[config.mk]
export PLATFORM = sky130hd
export DESIGN_NAME = rri2d_obuf
export DESIGN_NICKNAME = d
export VERILOG_FILES = /design/src/rtl/rri2d_pkg.sv /design/src/rtl/rri2d_obuf.sv
export SDC_FILE = /design/constraint.sdc
export NUM_CORES = 1
export LEC_CHECK = 0
export BUFFER_PORTS_ARGS = -buffer_cell sky130_fd_sc_hd__clkbuf_2
export CORE_MARGIN = 2
export CORE_UTILIZATION = 52
export DETAILED_ROUTE_END_ITERATION = 16
export MAX_ROUTING_LAYER = met4
export PLACE_DENSITY = 0.77
export RECOVER_POWER = 100
export SLEW_MARGIN = 20
export SYNTH_ARGS = -nofsm -noshare
export SYNTH_HDL_FRONTEND = slang
export SYNTH_SLANG_ARGS = --single-unit
[constraint.sdc]
create_clock -name clk -period 8.1 [get_ports clk]
set_input_delay 1.62 -clock clk [delete_from_list [all_inputs] [get_ports clk]]
set_output_delay 1.62 -clock clk [all_outputs]
set_load 0.01 [all_outputs]
[src/rtl/rri2d_pkg.sv]
// Shared types and constants of the 2-D ray/ray intersection pipeline.
package rri2d_pkg;

  localparam int COORD_FRAC_BITS = 16;
  localparam int MAG_W           = 64;
  localparam int Q_W             = 31;
  localparam int DIV_W           = MAG_W + Q_W + 1;
  localparam int IN_W            = 320;
  localparam int OUT_W           = 96;

  typedef enum logic [1:0] {
    OUT_PARALLEL = 2'd0,
    OUT_COLINEAR = 2'd1,
    OUT_HIT      = 2'd2,
    OUT_BEHIND   = 2'd3
  } outcome_t;

  typedef struct packed {
    logic signed [31:0] p1x;
    logic signed [31:0] p1y;
    logic signed [31:0] p1z;
    logic signed [31:0] d1x;
    logic signed [31:0] d1y;
    logic signed [31:0] d1z;
    outcome_t           outcome;
  } carry_t;

  typedef struct packed {
    outcome_t           outcome;
    logic signed [31:0] pz;
    logic signed [31:0] py;
    logic signed [31:0] px;
  } result_t;

endpackage

[src/rtl/rri2d_obuf.sv]
// Two-entry output buffer that decouples the pipeline from the receiver.
module rri2d_obuf import rri2d_pkg::*; (
  input  logic    clk,
  input  logic    rst,
  input  logic    push,
  input  result_t din,
  output logic    space,
  output logic    out_valid,
  input  logic    out_ready,
  output result_t dout
);

  result_t    mem [0:1];
  logic       wr_ptr, rd_ptr;
  logic [1:0] count;
  logic       pop;

  assign pop       = out_valid && out_ready;
  assign out_valid = (count != 2'd0);
  assign space     = (count != 2'd2);
  assign dout      = mem[rd_ptr];

  always_ff @(posedge clk) begin
    if (rst) begin
      wr_ptr <= 1'b0;
      rd_ptr <= 1'b0;
      count  <= 2'd0;
    end else begin
      if (push) begin
        wr_ptr <= ~wr_ptr;
      end
      if (pop) begin
        rd_ptr <= ~rd_ptr;
      end
      if (push && !pop) begin
        count <= count + 2'd1;
      end else if (pop && !push) begin
        count <= count - 2'd1;
      end
    end
  end

  always_ff @(posedge clk) begin
    if (push) begin
      mem[wr_ptr] <= din;
    end
  end

endmodule

After elaboration in Yosys (flattened, before gate mapping)
Memory sizes are Yosys's and may differ from the RTL's. A register that Yosys moved wholly into a read port is not among the register bits.
Cells that the tools add are included.
W data, S select, Z words.
Cells by class
  bitwise logic cells: 2
  eq/ne operators: 1
  reductions and logical operators: 7
  mux-type cells: 6
  add/subtract/negate cells: 2
Operator list (number)
  $mux W1: 4
  $mux W2: 2
  $reduce_bool A2 Y1: 2
  $logic_and A1 B1 Y1: 3
  $add A2 B1 Y2 const B: 1
  $logic_not A1 Y1: 2
  $ne A2 B2 Y1 const B: 1
  $not A1 Y1: 2
  $sub A2 B1 Y2 const B: 1
Storage, ports and cells
  memories: 1
  logic and storage cells: 22
  bits in writable memories: 196
  input port bits: 102
  output and inout bits: 100
  bits in registers: 4
Memories
  mem: words 2, bits a word 98, rd ports 1, clocked after memory_dff 1, write ports 1, line rri2d_obuf.sv:13  | result_t mem [0:1];

Depth between registers and ports, before layout
  depth after elaboration: 5
  gate-level depth with buffers: 5
  gate-level depth less buffers: 5

Worst setup path after synthesis
Ideal clock, no wire load.
  path type: input -> register
  from: input push
  to: memory mem[0][0] (netlist bit) (enable)
  buffers on the path: 0
  required time: 7533 ps
  stages on the path: 1
  data arrival time: 5887 ps
  setup time: 567 ps
  slack: 1646 ps
  path through: nor2b_1
Between the ends
  cells in the longest elaborated chain, start to end: 2
Ends and longest elaborated chain
  start, declared: line rri2d_obuf.sv:5  | input logic push,
  $mux W1: line rri2d_obuf.sv:44  | if (push) begin
  $mux W1 (not written as such): line rri2d_obuf.sv:45  | mem[wr_ptr] <= din;
  end, declared: line rri2d_obuf.sv:13
Every way passes these cells.

==> metrics <==
result of the run finished with violations; failing checks max-capacitance violations, max-slew violations; number of cells in the finished layout apart from fillers 735; number of filler instances in the final layout between 1000 and 1500; global-route congestion overflow total 0; WP buf/inv 2; Hold-fix buffers, CTS 0; pwr dens 297 nW/um^2; max_cap viols 3; synthesis-stage register bit count ~200; number of nets with antenna violations after routing 0; sequence of cells on the critical path buf_4 -> mux2_2 -> clkbuf_1; HPWL after detailed placement about 8500 um; antenna violations before repair 0; detailed-route DRC error count 0; maximum fanout along the worst path 50; level count of the clock H-tree 1; share of layout cells above drive strength 1 0.283; max-slew violation total from the final report roughly 150; Worst VDD drop 0.190 mV; type of origin of the critical path register; Final Skew between 0.015 and 0.02 ns; cell type of the slowest stage on the worst timing path sky130_fd_sc_hd__dfxtp_1; area added between synthesis and finish 20.7%; number of instances in the synthesized netlist 327; Worst Max-Slew Pin Slew approximately 3.2 ns; number of sinks handled by clock tree synthesis 201; vias after detailed routing approximately 3700; detailed-router iteration count before antenna repair 4; CTS tree yes; insertion delay to the later sink of the worst-skew pair 0.48 ns; setup repair after global routing missed its margin false; initial detailed-routing violation count 218; number of warnings issued by yosys 0; mean area per synthesized cell 22.5 sq um; maximum number of pins on one net before global-route repair 52; most area-consuming cells after synthesis sky130_fd_sc_hd__edfxtp_1 80%, sky130_fd_sc_hd__mux2_2 12%, sky130_fd_sc_hd__mux2_4 4.1%; start-to-end type of the worst setup path register to output port; final-report setup violation count 0; post-synthesis net count 430; postcts setup bufs 0; Die ar. 15100 sq um; most frequent standard cell in the layout excluding fill and tap cells sky130_fd_sc_hd__edfxtp_1; Final Critical Period about 5.3 ns; fraction of post-synthesis cell area in the top cell type by area 0.800; number of global-route vias before repair between 3000 and 4000; Fmax achieved 190 MHz; root buf cell sky130_fd_sc_hd__clkbuf_16; Placer Congestion 0.748; most used cells in the layout excluding fill and tap cells 196 x sky130_fd_sc_hd__edfxtp_1, 158 x sky130_fd_sc_hd__clkbuf_1, 75 x sky130_fd_sc_hd__mux2_2; Reg clk slew, reported paths 0.06 ns; DR vias/cell 5.05; sum of routed wire length over all layers 13000 um; distinct cell type count of the synthesized netlist 17; data required time of the critical path ~6.5 ns; final cycle utilization of the critical path 0.649; part of the Yosys area used for sequential elements 0.814; Critical Path End Type output port; Final Hold Vio Count 0; Synth Cell Area ~7400 sq um; vertical extent of the die around 120 um; CTS-repair resized insts 0; count of buffers from port buffering 201; max incr delay on CP around 1.8 ns; cell taking the most area after synthesis sky130_fd_sc_hd__edfxtp_1; clock tree buffer depth 3; num rows between 40 and 50; final total negative setup slack 0 ns; Hold Crit Class register to register; Arrival @ worst endpoint about 3.6 ns; core outline area 13800 sq um; ant diodes 0; cell type group with the largest total delay on the critical path flip-flops; routed len/inst ~18 um; cell count after placement 701; worst slew margin relative to its limit -1.15; die extent in x 123 um; io pins 202; # nets final 646; Initial Utilization 0.532; overall routing resource usage 0.169; total CTS buffers 20; first-pass GRT wire length about 19000 um; Leakage Power 2.99 nW
==> tightest hold or removal path, delay by kind of cell (launching register included) <==
family,cells,cell delay (ns)
DFF,1,0.33
AOI/OAI and AO/OA,2,0.14
==> worst paths after layout <==
check | from | end | slack [ns] | cells past startpoint
hold reg to reg | count[1] | count[1] | 0.52 | 2
setup / recovery | register | dout[41] | 2.85 | 3
setup reg to reg | wr_ptr | mem[1][56] | 4.15 | 2
hold / removal | count[1] | count[1] | 0.52 | 2
==> cells by family after synthesis <==
logic type	after synthesis	synth area share
flip-flops	201	0.814
buffers and inverters	11	0.0109
AND/OR/NAND/NOR	9	0.00630
adder cells (fa/ha/maj)	1	0.00170
AO/OA/AOI/OAI	3	0.00204
XOR/XNOR	4	0.00477
multiplexers	98	0.160
==> cell type report <==
cell class | count | area (sq um) | share of cell area
timing repair buffer | 205 | 842 | 0.0948
multi-input combinational | 115 | 1220 | 0.137
clock inverter | 6 | 33.8 | 0.00380
clock buffer | 28 | 572 | 0.0644
sequential | 201 | 5990 | 0.674
tap | 180 | 225 | 0.0254
==> registers in the layout, summed over array words and instances (netlist names), named ones only <==
signal,count
count,2
mem,196
rd_ptr,1
wr_ptr,1
==> where the power goes <==
group,switching [W],internal [W]
logic,0.000267,0.000248
clock network,0.000346,0.000491
registers,0.0000583,0.00122
==> cells in the mapped netlist <==
library cell and number:
sky130_fd_sc_hd__and2_1 1, sky130_fd_sc_hd__nor2_1 4, sky130_fd_sc_hd__dfxtp_1 5, sky130_fd_sc_hd__or2_2 1
sky130_fd_sc_hd__nor2b_1 1, sky130_fd_sc_hd__nand2b_1 1, sky130_fd_sc_hd__xnor2_1 1, sky130_fd_sc_hd__mux2_2 78
sky130_fd_sc_hd__a21oi_1 1, sky130_fd_sc_hd__edfxtp_1 196, sky130_fd_sc_hd__mux2_4 20, sky130_fd_sc_hd__o21ai_0 2
sky130_fd_sc_hd__ha_1 1, sky130_fd_sc_hd__buf_2 7, sky130_fd_sc_hd__or3_1 1, sky130_fd_sc_hd__buf_6 4
sky130_fd_sc_hd__xor2_1 3
==> layer usage <==
metal / track usage / vias to the layer above / routed length (um)
li1: - / 1728 / -
met1: 0.210 / 1811 / 5280
met2: 0.273 / 163 / 6280
met3: 0.0494 / 13 / 1260
met4: 0.0445 / 0 / 150
met5: - / - / 0
==> per-stage QoR <==
step	worst slack, ns	util	total power, W	area (sq um)	hold slack (ns)
after floorplan	1.65	-	0.00168	7350	0.471
after global placement	4.36	0.618	0.00187	8550	0.486
after detailed placement	4.35	0.618	0.00188	8550	0.501
after CTS	3.85	0.662	0.00272	9150	0.518
after global routing	2.58	0.642	0.00274	8880	0.544
final	2.85	0.642	0.00263	8880	0.520
(Power assumes the default switching activity.)
